===== src/hw/rtl/csfd_pkg.sv =====
// Package for the sensor frame decoder: state and item types, constants and
// the CRC-8 (poly 0x07) helper functions. No dependencies.
package csfd_pkg;

  localparam int unsigned MsgBits = 56;   // bytes 0..6 covered by the CRC

  localparam logic [7:0]  CrcPoly       = 8'h07;
  localparam logic [31:0] ZeroOffset    = 32'h8000_0000;
  localparam logic [7:0]  TimeoutReset  = 8'd10;

  localparam logic MODE_FRAME = 1'b0;
  localparam logic MODE_TICK  = 1'b1;

  typedef logic [MsgBits-1:0][7:0] crc_col_t;

  // Decoder state kept between items
  typedef struct packed {
    logic [31:0] raw_value;
    logic        error_bit;
    logic [6:0]  error_info;
    logic [15:0] aux_data;
    logic [7:0]  timeout_left;
  } csfd_state_t;

  // One input item
  typedef struct packed {
    logic        mode;
    logic [63:0] frame_data;
  } csfd_item_t;

  // Column j holds x^(j+8) mod P: the CRC contribution of message bit j.
  // Only evaluated at elaboration.
  function automatic crc_col_t crc_columns();
    crc_col_t   cols;
    logic [7:0] r;
    r = 8'h01;
    cols = '0;
    for (int j = 0; j < MsgBits + 8; j++) begin
      if (j >= 8) begin
        cols[j-8] = r;
      end
      r = r[7] ? ({r[6:0], 1'b0} ^ CrcPoly) : {r[6:0], 1'b0};
    end
    return cols;
  endfunction

  localparam crc_col_t CrcCols = crc_columns();

  // CRC-8 over 56 message bits as an XOR of independent columns
  function automatic logic [7:0] crc8_msg(input logic [MsgBits-1:0] msg);
    logic [7:0] acc;
    acc = '0;
    for (int j = 0; j < MsgBits; j++) begin
      acc = acc ^ (msg[j] ? CrcCols[j] : 8'h00);
    end
    return acc;
  endfunction

endpackage


===== src/hw/rtl/current_sensor_frame_decoder.sv =====
// Current sensor frame decoder, top level: input register, state update and
// result register. Depends on csfd_pkg and csfd_step.
//
// Usage:
//   in_*  : one item per handshake; in_mode 0 carries an 8-byte frame in
//           in_frame_data (byte 0 in bits 63:56, CRC in bits 7:0), in_mode 1
//           is a timeout tick and the frame bits are ignored.
//   out_* : one result item per input item, in order: current in mA (raw
//           value minus the zero offset), stored status fields, crc_match for
//           this item and stale when the timeout counter sits at zero.
//   cfg_* : writes the timeout reload value; cfg_ready is always high.
// An accepted item moves from the input register to the result register.
// Throughput is one item per cycle while the receiver does not stall, set by
// the combinational CRC and state update between the input and result registers.
// Reset (synchronous, rst_n low) empties both registers, sets the raw value
// to the zero offset, clears the status and timeout counter and loads the
// timeout reload value with 10.
// When the receiver stalls the result is held; one more item is taken into
// the input register, after which in_ready drops until the result is taken.
module current_sensor_frame_decoder import csfd_pkg::*; (
  input  logic               clk,
  input  logic               rst_n,
  // input items
  input  logic               in_valid,
  output logic               in_ready,
  input  logic               in_mode,
  input  logic [63:0]        in_frame_data,
  // result items
  output logic               out_valid,
  input  logic               out_ready,
  output logic signed [31:0] out_current_ma,
  output logic               out_error_flag,
  output logic [6:0]         out_error_code,
  output logic [15:0]        out_aux_word,
  output logic               out_crc_match,
  output logic               out_stale,
  // configuration
  input  logic               cfg_valid,
  output logic               cfg_ready,
  input  logic [7:0]         cfg_timeout_ticks
);

  logic [7:0]  tmo_ticks_r;
  csfd_item_t  item_r;
  logic        item_valid_r;
  csfd_state_t state_r;
  csfd_state_t state_nxt;
  logic        match_nxt;
  logic        out_free;
  logic        advance;

  logic signed [31:0] current_r;
  logic               error_flag_r;
  logic [6:0]         error_code_r;
  logic [15:0]        aux_word_r;
  logic               crc_match_r;
  logic               stale_r;
  logic               out_valid_r;

  // Handshake control
  assign out_free  = !out_valid_r || out_ready;
  assign advance   = item_valid_r && out_free;
  assign in_ready  = !item_valid_r || out_free;
  assign cfg_ready = 1'b1;

  // Timeout reload register
  always_ff @(posedge clk) begin
    if (!rst_n) begin
      tmo_ticks_r <= TimeoutReset;
    end else begin
      if (cfg_valid && cfg_ready) begin
        tmo_ticks_r <= cfg_timeout_ticks;
      end
    end
  end

  // Input register
  always_ff @(posedge clk) begin
    if (!rst_n) begin
      item_valid_r <= 1'b0;
    end else if (in_ready) begin
      item_valid_r <= in_valid;
    end
  end

  always_ff @(posedge clk) begin
    if (in_valid && in_ready) begin
      item_r.mode       <= in_mode;
      item_r.frame_data <= in_frame_data;
    end
  end

  csfd_step u_step (
    .item          (item_r),
    .state_cur     (state_r),
    .timeout_ticks (tmo_ticks_r),
    .state_nxt     (state_nxt),
    .crc_match     (match_nxt)
  );

  // Decoder state, updated as each item moves to the result register
  always_ff @(posedge clk) begin
    if (!rst_n) begin
      state_r.raw_value    <= ZeroOffset;
      state_r.error_bit    <= 1'b0;
      state_r.error_info   <= '0;
      state_r.aux_data     <= '0;
      state_r.timeout_left <= '0;
    end else if (advance) begin
      state_r <= state_nxt;
    end
  end

  // Result register
  always_ff @(posedge clk) begin
    if (!rst_n) begin
      out_valid_r <= 1'b0;
    end else if (out_free) begin
      out_valid_r <= item_valid_r;
    end
  end

  always_ff @(posedge clk) begin
    if (advance) begin
      current_r    <= $signed(state_nxt.raw_value ^ ZeroOffset);
      error_flag_r <= state_nxt.error_bit;
      error_code_r <= state_nxt.error_info;
      aux_word_r   <= state_nxt.aux_data;
      crc_match_r  <= match_nxt;
      stale_r      <= (state_nxt.timeout_left == 8'd0);
    end
  end

  assign out_valid      = out_valid_r;
  assign out_current_ma = current_r;
  assign out_error_flag = error_flag_r;
  assign out_error_code = error_code_r;
  assign out_aux_word   = aux_word_r;
  assign out_crc_match  = crc_match_r;
  assign out_stale      = stale_r;

endmodule


===== src/hw/rtl/csfd_step.sv =====
// Next-state logic of the sensor frame decoder for one item: CRC check,
// field capture and tick timeout. Depends on csfd_pkg.
module csfd_step import csfd_pkg::*; (
  input  csfd_item_t  item,
  input  csfd_state_t state_cur,
  input  logic [7:0]  timeout_ticks,
  output csfd_state_t state_nxt,
  output logic        crc_match
);

  logic [7:0] crc_calc;
  logic [7:0] byte4;

  assign crc_calc = crc8_msg(item.frame_data[63:8]);
  assign byte4    = item.frame_data[31:24];

  // Frame: reload timeout, capture on CRC match. Tick: count down or force offset.
  always_comb begin
    state_nxt = state_cur;
    crc_match = 1'b0;
    if (item.mode == MODE_FRAME) begin
      state_nxt.timeout_left = timeout_ticks;
      if (crc_calc == item.frame_data[7:0]) begin
        crc_match            = 1'b1;
        state_nxt.aux_data   = item.frame_data[23:8];
        state_nxt.error_info = byte4[7:1];
        state_nxt.error_bit  = byte4[0];
        state_nxt.raw_value  = byte4[0] ? ZeroOffset : item.frame_data[63:32];
      end
    end else begin
      if (state_cur.timeout_left != 8'd0) begin
        state_nxt.timeout_left = state_cur.timeout_left - 8'd1;
      end else begin
        state_nxt.raw_value = ZeroOffset;
      end
    end
  end

endmodule

===== config.mk =====
export PLATFORM = sky130hd
export DESIGN_NAME = current_sensor_frame_decoder
export DESIGN_NICKNAME = d
export VERILOG_FILES = /design/src/hw/rtl/csfd_pkg.sv /design/src/hw/rtl/current_sensor_frame_decoder.sv /design/src/hw/rtl/csfd_step.sv
export SDC_FILE = /design/constraint.sdc
export NUM_CORES = 1
export LEC_CHECK = 0
export ABC_AREA = 1
export BUFFER_PORTS_ARGS = -buffer_cell sky130_fd_sc_hd__buf_2
export CAP_MARGIN = 20
export CORE_ASPECT_RATIO = 1.4
export CORE_UTILIZATION = 60
export DETAILED_ROUTE_END_ITERATION = 12
export PLACE_DENSITY = 0.79
export SLEW_MARGIN = 10
export SYNTH_ARGS = -nofsm -noshare
export SYNTH_HDL_FRONTEND = slang
export SYNTH_HIERARCHICAL = 1
export SYNTH_SLANG_ARGS = --single-unit

===== constraint.sdc =====
create_clock -name clk -period 5.7 [get_ports clk]
set_clock_uncertainty 0.15 [all_clocks]
set_input_delay 0.57 -clock clk [delete_from_list [all_inputs] [get_ports clk]]
set_output_delay 0.57 -clock clk [all_outputs]
set_load 0.03 [all_outputs]

* Word level (Yosys, flattened, before mapping)
Index checks and enable logic that the tools add are counted.
** Word-level totals
- Register bits :: 197
- Input port bits :: 78
- Output and inout port bits :: 61
- Word-level logic and storage cells :: 146
** Cells by class
- $add $sub $neg :: 1
- Equality and inequality tests :: 1
- Mux-type cells :: 64
- Bitwise logic cells :: 56
- Reductions and logical operators :: 8
** Operator list (count)
- $xor 8x8->8 :: 55
- $mux 8 :: 28
- $mux 7 :: 16
- $mux 32 :: 3
- $mux 56 :: 1
- $mux 6 :: 7
- $mux 24 :: 1
- $mux 5 :: 4
- $eq 8x8->1 :: 1
- $logic_not 8->1 :: 1
- $mux 4 :: 2
- $reduce_bool 8->1 :: 1
- $sub 8x1->8 const B :: 1
- $mux 3 :: 1
- $logic_and 1x1->1 :: 2
- $logic_not 1->1 :: 2
- $logic_or 1x1->1 :: 2
- $mux 1 :: 1
- $not 1->1 :: 1

* Longest topological paths before layout
Gate-level depths: netlist of the first run.
- Word-level depth :: 60
- Gate-level depth with buffers :: 26
- Mapped depth without buffers :: 25

* Modules after synthesis
The synthesis of the first run kept the hierarchy.
** By module, submodules not included
- current_sensor_frame_decoder :: instances 1, cells each 594, area an instance 6976.7 µm², sequential area each 5175.0 µm²
- csfd_step :: instances 1, cells each 955, area an instance 4554.4 µm², sequential area each 0.0 µm²

* Least setup slack after synthesis of the first run
Ideal clock, no wire load.
- Path type :: input-to-reg
- From :: input out_ready
- To :: register item_r[0] (netlist bit), enable pin
- Arrival time :: 2.232 ns
- Setup slack :: 2.899 ns
- Cell stages on the path :: 4
- Path buffers :: 0
- Cell sequence :: inv_2 -> nand3_1 -> nand2_1 -> inv_1
** Between the ends
- Cells in the longest elaborated chain, start to end :: 3
** RTL lines
- from (decl) :: line current_sensor_frame_decoder.sv:30 : input logic out_ready,
- $logic_or 1x1->1 :: line current_sensor_frame_decoder.sv:61 : assign out_free = !out_valid_r || out_ready;
- $logic_or 1x1->1 :: line current_sensor_frame_decoder.sv:63 : assign in_ready = !item_valid_r || out_free;
- via in_ready :: line current_sensor_frame_decoder.sv:25 : output logic in_ready,
- $logic_and 1x1->1 :: line current_sensor_frame_decoder.sv:87 : if (in_valid && in_ready) begin
- to (decl) :: line current_sensor_frame_decoder.sv:44 : csfd_item_t item_r;
The timed path passes the listed nets, and every way through them passes these cells.
A chain may end at the register's enable or synchronous reset.

==> results of run 1 <==
## worst paths after layout
kind                                    start                          end  slack, ns  cells past startpoint
setup / recovery         item_r[24]$_DFFE_PP_      state_r[8]$_SDFFE_PN0P_       1.33                     25
hold / removal                        in_mode         item_r[64]$_DFFE_PP_       0.15                      1
hold reg to reg   tmo_ticks_r[1]$_SDFFE_PN1P_  tmo_ticks_r[1]$_SDFFE_PN1P_       0.32                      2
setup reg to reg         item_r[24]$_DFFE_PP_      state_r[8]$_SDFFE_PN0P_       1.33                     25
## area by class of cell
type / instances / area, µm²
Fill cell: 1584 / 6000
Sequential cell: 197 / 5180
Multi-Input combinational cell: 1075 / 5120
Timing Repair Buffer: 146 / 753
Inverter: 195 / 732
Clock buffer: 18 / 439
Tap cell: 244 / 305
Clock inverter: 14 / 150
## logic make-up (layout without fill, tap and decap cells)
| family | after synthesis | in the layout | synth area share, % |
|---|---|---|---|
| AO/OA/AOI/OAI | 105 | 105 | 5.30 |
| buffers and inverters | 277 | 373 | 10.8 |
| other | 1 | 1 | 0.0325 |
| XOR/XNOR | 71 | 71 | 5.52 |
| adder cells (fa/ha/maj) | 2 | 2 | 0.217 |
| AND/OR/NAND/NOR | 896 | 896 | 33.3 |
| flip-flops | 197 | 197 | 44.9 |
## registers in the layout (all words and copies together), names as in the netlist
register,flops
out_current_ma,32
out_error_code,7
out_valid,1
out_aux_word,16
out_error_flag,1
tmo_ticks_r,8
out_crc_match,1
state_r,64
item_valid_r,1
out_stale,1
item_r,65
## stage by stage
stage / total power [mW] / instances / util, % / hold slack [ns]
2_1_floorplan: 2.32 / 1549 / - / 0.279
3_3_place_gp: 2.50 / 1857 / 64.7 / 0.298
3_5_place_dp: 2.51 / 1857 / 64.7 / 0.302
4_1_cts: 3.70 / 1889 / 67.9 / 0.139
5_1_grt: 3.87 / 1889 / 67.9 / 0.137
6_report: 3.70 / 1889 / 67.9 / 0.150
## cell usage in the layout, fill, tap and decap left out, types with 2 or more instances in the layout
cell type / synthesis / routed
xor2_1: 39 / 39
dfxtp_1: 74 / 73
inv_6: 0 / 2
xnor2_1: 30 / 30
edfxtp_1: 123 / 123
clkinv_4: 0 / 2
inv_1: 179 / 177
nand4_1: 38 / 38
nand2_1: 490 / 490
xnor2_2: 2 / 2
clkinv_2: 0 / 2
buf_4: 5 / 9
inv_12: 0 / 2
nand3b_1: 14 / 14
a21oi_1: 67 / 67
buf_2: 41 / 137
ha_1: 2 / 2
clkbuf_16: 0 / 17
o21ai_0: 14 / 14
inv_2: 16 / 18
nand2_2: 11 / 10
o21ai_2: 21 / 21
inv_8: 0 / 5
nor2_4: 2 / 2
nand3_1: 207 / 207
nor2_1: 129 / 128
## power by group through the flow
stage	sequential, mW	combinational, mW	clock, mW
5_1_grt	1.71	0.881	1.27
6_report	1.70	0.793	1.20
2_1_floorplan	1.74	0.579	0
3_3_place_gp	1.73	0.767	0
3_5_place_dp	1.73	0.779	0
4_1_cts	1.70	0.784	1.22
## layer usage
metal  up-vias  share of wire [%]  track usage (%)
li1       5113                  -                -
met1      4704                 40             39.4
met2       462                 50             52.7
met3        69                5.9             4.09
met4         0                4.4             16.1
met5         -                  0                0
==> impl_metrics.yaml, run 1 <==
run_status:
  outcome: "completed"
setup_path:
  max_stage_delay_ns: 0.73
  crit_slowest_cell: "edfxtp_1"
  crit_arrival_ns: 4.60
  cp_max_fo: 46
  end_kind: "flip-flop"
  worst-setup-path-type: "flip-flop to flip-flop"
  crit_top_cell: "nand2_1"
  cp.required_ns: 5.93
  crit_buf_inv: 7
  cp-start-kind: "flip-flop"
  cp_top_family: "simple AND/OR/NAND/NOR gates"
global_routing:
  grt_pass1_vias: 9332
  grt_max_degree: 74
  antenna_found_initial: 0
  grtUsageTotal_pct: 31.4
  grt_pass1_wl_mm: 47.8
  grt_overflow: 0
synth:
  ys_ff_latch: 197
  syn_nets: 1629
  syn-cell-area_mm2: 0.0115
  synth.most_common_cell: "nand2_1"
  ys_top_cells_by_area: "edfxtp_1, nand2_1, dfxtp_1"
  synth_edf_count: 123
  yosys_warnings: 6
  syn-instance-count: 1549
  async_flop_share_pct: 0
  avgSynthCellArea_um2: 7.44
  yosys.area.top_type: "edfxtp_1"
  synthFlopType: "edfxtp_1"
  synth_cell_types: 33
  synth.top_cells.by_count: "nand2_1, nand3_1, inv_1, nor2_1, edfxtp_1"
  ys_seq_area_share_pct: 44.9
  synth_top_area_share_pct: 32.0
clock_tree:
  cts_buffer_depth: 2
  clk_pin_slew_worst_paths_ns: 0.08
  cts-hold-fix-buffers: 0
  cts.sinks: 197
  cts_resized: 0
  cts-root-buf: "clkbuf_16"
  htreeDepth: 4
  cts_made_buffers: 17
  cts_setup_buffers: 0
  insertion_delay_ns: 0.44
  cts_tree: "done"
pwr:
  combPwrFrac_pct: 21.4
  switching_share_pct: 33.0
  p_switching_mw: 1.22
  p_per_area_mw_per_mm2: 292
  peakVddDrop_v: 0.000252
  p_clk_share_pct: 32.6
  power_leakage_nw: 6.12
  p_int_mw: 2.48
  p_seq_share_pct: 46.0
drt:
  antenna_left: 0
  num_vias: 10300
  route.detailed.wl_per_inst_um: 16.2
  first_pass_iters: 7
  post_drt_via_cell_ratio: 5.48
  wl_mm: 30.6
  drt_iter0_drc: 1256
  route.detailed.drc: 0
layout:
  nNetsFinal: 1712
  drive_gt1_share_pct: 14.3
  final_cell_area_mm2: 0.0127
  antennaDiodeCount: 0
  syn_to_final_growth_pct: 9.94
floorplan:
  initial_core_util_pct: 61.7
  fp.dieW_um: 119
  die_area_mm2: 0.0198
  ios: 139
  coreArea_mm2: 0.0187
  num_rows: 59
  fp.dieH_um: 166
sta:
  rsz0062_at_grt: "no"
  fin_tns_setup_ns: 0
  layout_min_cycle_time_ns: 4.37
  layout_setup_ws_ns: 1.33
  hold_viol_final: 0
  fin_crit_sh_pct: 76.6
  setup_violations: 0
  max_freq_ghz: 0.229
  timing.slew.headroom_pct: 43.7
  tightest_slew_ns: 0.845
  finalMaxSlewViolations: 0
placed_design:
  hpwl_mm: 22.5
  globalplace.congestion: 1.02
  dpl_cell_area_mm2: 0.0121
  portBuffers: 137
  dp_slack_ns: 1.44
worst_hold_path:
  min_path_type: "input pin to flip-flop"
job:
  cap_violations: 0
(Power assumes the default switching activity.)
==> run 2, diff against run 1 <==
--- a/config.mk
+++ b/config.mk
@@ -9,9 +9,9 @@
 export BUFFER_PORTS_ARGS = -buffer_cell sky130_fd_sc_hd__buf_2
 export CAP_MARGIN = 20
 export CORE_ASPECT_RATIO = 1.4
-export CORE_UTILIZATION = 60
+export CORE_UTILIZATION = 59
 export DETAILED_ROUTE_END_ITERATION = 12
-export PLACE_DENSITY = 0.79
+export PLACE_DENSITY = 0.78
 export SLEW_MARGIN = 10
 export SYNTH_ARGS = -nofsm -noshare
 export SYNTH_HDL_FRONTEND = slang
==> constraint.sdc (replaced) <==
create_clock -name clk -period 4.6 [get_ports clk]
set_clock_uncertainty 0.15 [all_clocks]
set_input_delay 0.46 -clock clk [delete_from_list [all_inputs] [get_ports clk]]
set_output_delay 0.46 -clock clk [all_outputs]
set_load 0.03 [all_outputs]
==> impl_metrics.yaml, run 2 (synthesized netlist as in run 1, its figures left out) <==
run_status:
  outcome: "completed"
drt:
  wl_mm: 30.5
  drt_iter0_drc: 1086
  num_vias: 10400
  first_pass_iters: 6
  route.detailed.wl_per_inst_um: 16.1
  antenna_left: 0
  post_drt_via_cell_ratio: 5.48
  route.detailed.drc: 0
layout:
  syn_to_final_growth_pct: 10.5
  nNetsFinal: 1716
  largest_reg_flops: 65
  antennaDiodeCount: 0
  mostFrequentLayoutCells: "nand2_1, nand3_1, inv_1"
  drive_gt1_share_pct: 14.4
  final_common_cell: "nand2_1"
  final_cells: 1897
  top_register: "item_r"
setup_path:
  crit_buf_inv: 3
  cp_top_family: "simple AND/OR/NAND/NOR gates"
  cp.required_ns: 4.77
  crit_arrival_ns: 3.73
  cp_max_fo: 46
  end_kind: "flip-flop"
  crit_slowest_cell: "nand3_4"
  cp-start-kind: "flip-flop"
  worst-setup-path-type: "flip-flop to flip-flop"
  crit_chain: "inv_1, nand2_1, nand2_1, xor2_1, nand3b_1, nand2_1, nand2_1, nand2_1, inv_1, nand2_1, nand2_1, nand2_1, nor2_4, nand3_4, nand2_1, o21ai_2, inv_1, nand3_1, nand2_1, nor2_1"
  crit_top_cell: "nand2_1"
  max_stage_delay_ns: 0.54
global_routing:
  antenna_found_initial: 0
  grtUsageTotal_pct: 30.2
  use_met1_pct: 37.4
  grt_pass1_vias: 9118
  use_met2_pct: 51.3
  grt_max_degree: 129
  use_met3_pct: 3.81
  busiest_layer: "met2"
  grt_overflow: 0
  grt_pass1_wl_mm: 46.7
placed_design:
  hpwl_mm: 22.0
  portBuffers: 137
  dp.cells: 1863
  globalplace.congestion: 1.03
pwr:
  power_leakage_nw: 6.15
  p_per_area_mw_per_mm2: 357
  peakVddDrop_v: 0.000255
job:
  cap_violations: 0
sta:
  fin_crit_sh_pct: 77.5
  hold_viol_final: 0
  fin_tns_setup_ns: 0
  tightest_slew_ns: 0.843
  layout_min_cycle_time_ns: 3.56
  finalMaxSlewViolations: 0
  setup_violations: 0
  rsz0062_at_grt: "no"
  timing.slew.headroom_pct: 43.8
  max_freq_ghz: 0.281
clock_tree:
  insertion_delay_ns: 0.44
  cts_tree: "done"
  cts_made_buffers: 17
  cts.sinks: 197
  clk_pin_slew_worst_paths_ns: 0.08
  htreeDepth: 4
  cts-hold-fix-buffers: 0
  cts_buffer_depth: 2
  cts-root-buf: "clkbuf_16"
  cts_resized: 0
  cts_setup_buffers: 0
floorplan:
  fp.dieH_um: 167
  num_rows: 60
  die_area_mm2: 0.0201
  fp.dieW_um: 120
  coreArea_mm2: 0.0192
  ios: 139
  initial_core_util_pct: 60.0
worst_hold_path:
  min_path_type: "input pin to flip-flop"
## run 2: cell types whose count changed in the layout (fill, tap and decap cells not counted), sizes merged
cell,previous run,this run
inv,204,201
clkbuf,18,20
buf,146,150
clkinv,5,6
## run 2: cell type report
class | count | area, µm²
Fill cell | 1706 | 6470
Sequential cell | 197 | 5180
Multi-Input combinational cell | 1075 | 5120
Timing Repair Buffer | 150 | 841
Inverter | 195 | 732
Clock buffer | 20 | 457
Tap cell | 248 | 310
Clock inverter | 12 | 110
## run 2: metrics by stage
step	hold slack [ns]	instance area [µm²]	power (mW)	setup slack [ns]	util (%)
after floorplan	0.279	11500	2.87	1.90	-
after detailed placement	0.312	12100	3.12	1.08	63.2
after global routing	0.0270	12700	4.75	0.718	66.3
after global placement	0.299	12100	3.09	1.11	62.9
after CTS	0.0302	12700	4.55	1.05	66.1
final	0.0394	12700	4.55	1.04	66.3
## run 2: power breakdown
| group | switching, mW | total [mW] | internal [mW] |
|---|---|---|---|
| combinational | 0.667 | 1.00 | 0.333 |
| sequential | 0.103 | 2.10 | 2.00 |
| clock | 0.709 | 1.45 | 0.742 |
| total | 1.48 | 4.55 | 3.07 |
## run 2: layer usage
| layer | vias up | wire [µm] |
|---|---|---|
| met3 | 82 | 1620 |
| met1 | 4773 | 12500 |
| met2 | 432 | 15000 |
| li1 | 5117 | - |
| met5 | - | 0 |
| met4 | 0 | 1400 |
## run 2: path summary, 6_finish.rpt
check                                                 start                          end  slack [ns]  cells after the start
worst max-delay path                   item_r[16]$_DFFE_PP_     state_r[23]$_SDFFE_PN0P_        1.04                     20
worst min-delay path                      in_frame_data[35]         item_r[35]$_DFFE_PP_        0.04                      1
worst max register to register         item_r[16]$_DFFE_PP_     state_r[23]$_SDFFE_PN0P_        1.04                     20
worst min register to register  tmo_ticks_r[1]$_SDFFE_PN1P_  tmo_ticks_r[1]$_SDFFE_PN1P_        0.33                      2
==> run 3, diff against run 2 <==
--- a/config.mk
+++ b/config.mk
@@ -9,9 +9,9 @@
 export BUFFER_PORTS_ARGS = -buffer_cell sky130_fd_sc_hd__buf_2
 export CAP_MARGIN = 20
 export CORE_ASPECT_RATIO = 1.4
-export CORE_UTILIZATION = 59
+export CORE_UTILIZATION = 53
 export DETAILED_ROUTE_END_ITERATION = 12
-export PLACE_DENSITY = 0.78
+export PLACE_DENSITY = 0.74
 export SLEW_MARGIN = 10
 export SYNTH_ARGS = -nofsm -noshare
 export SYNTH_HDL_FRONTEND = slang
==> constraint.sdc (replaced) <==
create_clock -name clk -period 3.1 [get_ports clk]
set_clock_uncertainty 0.15 [all_clocks]
set_input_delay 0.31 -clock clk [delete_from_list [all_inputs] [get_ports clk]]
set_output_delay 0.31 -clock clk [all_outputs]
set_load 0.03 [all_outputs]
==> impl_metrics.yaml, run 3 (synthesized netlist as in run 1, its figures left out) <==
run_status:
  outcome: "completed"
clock_tree:
  cts_tree: "done"
  clk_pin_slew_worst_paths_ns: 0.08
  insertion_delay_ns: 0.45
  cts.sinks: 197
  cts_buffer_depth: 2
  cts_made_buffers: 17
  htreeDepth: 4
  cts-root-buf: "clkbuf_16"
worst_hold_path:
  worst_hold_path.endpoint: "item_valid_r$_SDFFE_PN0P_"
  min_path_type: "input pin to flip-flop"
  whs_path_depth: 4
  hp-start: "out_ready"
layout:
  antennaDiodeCount: 0
  top_register: "item_r"
  syn_to_final_growth_pct: 33.9
  final_cell_area_mm2: 0.0154
  nNetsFinal: 1923
  largest_reg_flops: 65
  fillCellCount: 1621
  final_common_cell: "nand2_1"
  drive_gt1_share_pct: 28.6
  mostFrequentLayoutCells: "nand2_1, nand3_1, inv_1"
drt:
  drt_iter0_drc: 1090
  wl_mm: 35.6
  route.detailed.drc: 0
  first_pass_iters: 5
  post_drt_via_cell_ratio: 5.43
  route.detailed.wl_per_inst_um: 16.8
  antenna_left: 0
  num_vias: 11500
sta:
  fin_tns_setup_ns: 0
  tightest_slew_ns: 0.896
  finalMaxSlewViolations: 0
  layout_min_cycle_time_ns: 3.09
  hold_viol_final: 0
  max_freq_ghz: 0.323
  timing.slew.headroom_pct: 40.3
  rsz0062_at_grt: "yes"
  layout_setup_ws_ns: 0.00845
  setup_violations: 0
  fin_crit_sh_pct: 99.7
placed_design:
  globalplace.congestion: 1.01
  dp_slack_ns: -0.103
  portBuffers: 137
  hpwl_mm: 23.0
  dpl_cell_area_mm2: 0.0126
floorplan:
  fp.dieW_um: 127
  die_area_mm2: 0.0224
  coreArea_mm2: 0.0213
  fp.dieH_um: 177
  num_rows: 63
  initial_core_util_pct: 54.2
  ios: 139
global_routing:
  grt_overflow: 0
  grt_pass1_vias: 10200
  grt_max_degree: 78
  grtUsageTotal_pct: 29.8
  antenna_found_initial: 0
  grt_pass1_wl_mm: 51.0
setup_path:
  end_kind: "flip-flop"
  cp_max_fo: 10
  reg2reg_depth: 26
  crit_top_cell: "nand2_1"
  crit_arrival_ns: 3.31
  r2r_setup_slack_ns: 0.008
  max_stage_delay_ns: 0.48
  rr_startpoint: "item_r[23]$_DFFE_PP_"
  rr_endpoint: "state_r[54]$_SDFFE_PN0P_"
  crit_slowest_cell: "edfxtp_1"
  worst-setup-path-type: "flip-flop to flip-flop"
  cp.required_ns: 3.32
  cp-start-kind: "flip-flop"
pwr:
  p_per_area_mw_per_mm2: 479
  power_leakage_nw: 7.50
  peakVddDrop_v: 0.000445
job:
  cap_violations: 0
## run 3: changes by cell type in the layout (fill, tap and decap cells not counted), sizes merged
cell,change
inv,-1
clkbuf,+5
bufinv,+1
buf,+126
clkinvlp,+1
dlygate4sd3,+74
clkinv,+1
## run 3: routing by layer
metal / part of all wire [%] / global-route usage, % / vias to the layer above / wire (µm)
met1: 38 / 33.8 / 5374 / 13400
met5: 0 / 0 / - / 0
met4: 5.4 / 18.0 / 0 / 1940
met2: 51 / 52.7 / 469 / 18300
li1: - / - / 5534 / -
met3: 5.5 / 4.70 / 119 / 1940
## run 3: worst max-delay path, delay by kind of cell (launching register included)
family	cells	cell delay, ns
flops	1	0.48
buf+inv	7	0.67
simple gates	19	1.71
## run 3: how the worst max path moves through the flow
| stage | slack [ns] | start | to | cells past startpoint |
|---|---|---|---|---|
| 3_5_place_dp | -0.10 | item_r[38]$_DFFE_PP_ | state_r[48]$_SDFFE_PN0P_ | 20 |
| 2_1_floorplan | 0.40 | out_valid$_SDFFE_PN0P_ | item_r[0]$_DFFE_PP_ | 3 |
| 3_3_place_gp | -0.08 | item_r[57]$_DFFE_PP_ | state_r[34]$_SDFFE_PN0P_ | 24 |
| 6_report | 0.008 | item_r[23]$_DFFE_PP_ | state_r[54]$_SDFFE_PN0P_ | 26 |
| 4_1_cts | 0.006 | item_r[23]$_DFFE_PP_ | state_r[48]$_SDFFE_PN0P_ | 25 |
| 5_1_grt | -0.16 | item_r[23]$_DFFE_PP_ | state_r[54]$_SDFFE_PN0P_ | 25 |
## run 3: power breakdown
part / switching [mW] / internal, mW
sequential: 0.147 / 2.97
combinational: 1.19 / 0.856
clock: 1.08 / 1.16
total: 2.42 / 4.98
## run 3: what timing repair did
action,CTS,global route
pin swaps,0,80
hold endpoints to repair,74,0
resized for setup,6,189
setup buffers,7,58
hold buffers,74,0
gates cloned,0,10
endpoints found under the setup margin,75,111
## run 3: final cells by class
class / count / area [µm²] / area share, %
Inverter: 195 / 737 / 4.77
Tap cell: 260 / 325 / 2.11
Sequential cell: 197 / 5180 / 33.5
Clock inverter: 14 / 148 / 0.956
Clock buffer: 18 / 439 / 2.84
Multi-Input combinational cell: 1075 / 5800 / 37.5
Timing Repair Buffer: 357 / 2810 / 18.2
## run 3: through the flow
step           power, mW  utilization, %  hold slack [ns]  instances
2_1_floorplan       4.26               -            0.259       1549
3_3_place_gp        4.69            59.3            0.294       1935
3_5_place_dp        4.72            59.3            0.297       1935
4_1_cts             7.02            66.0           0.0292       2048
5_1_grt             7.72            72.5           0.0561       2116
6_report            7.40            72.5           0.0344       2116
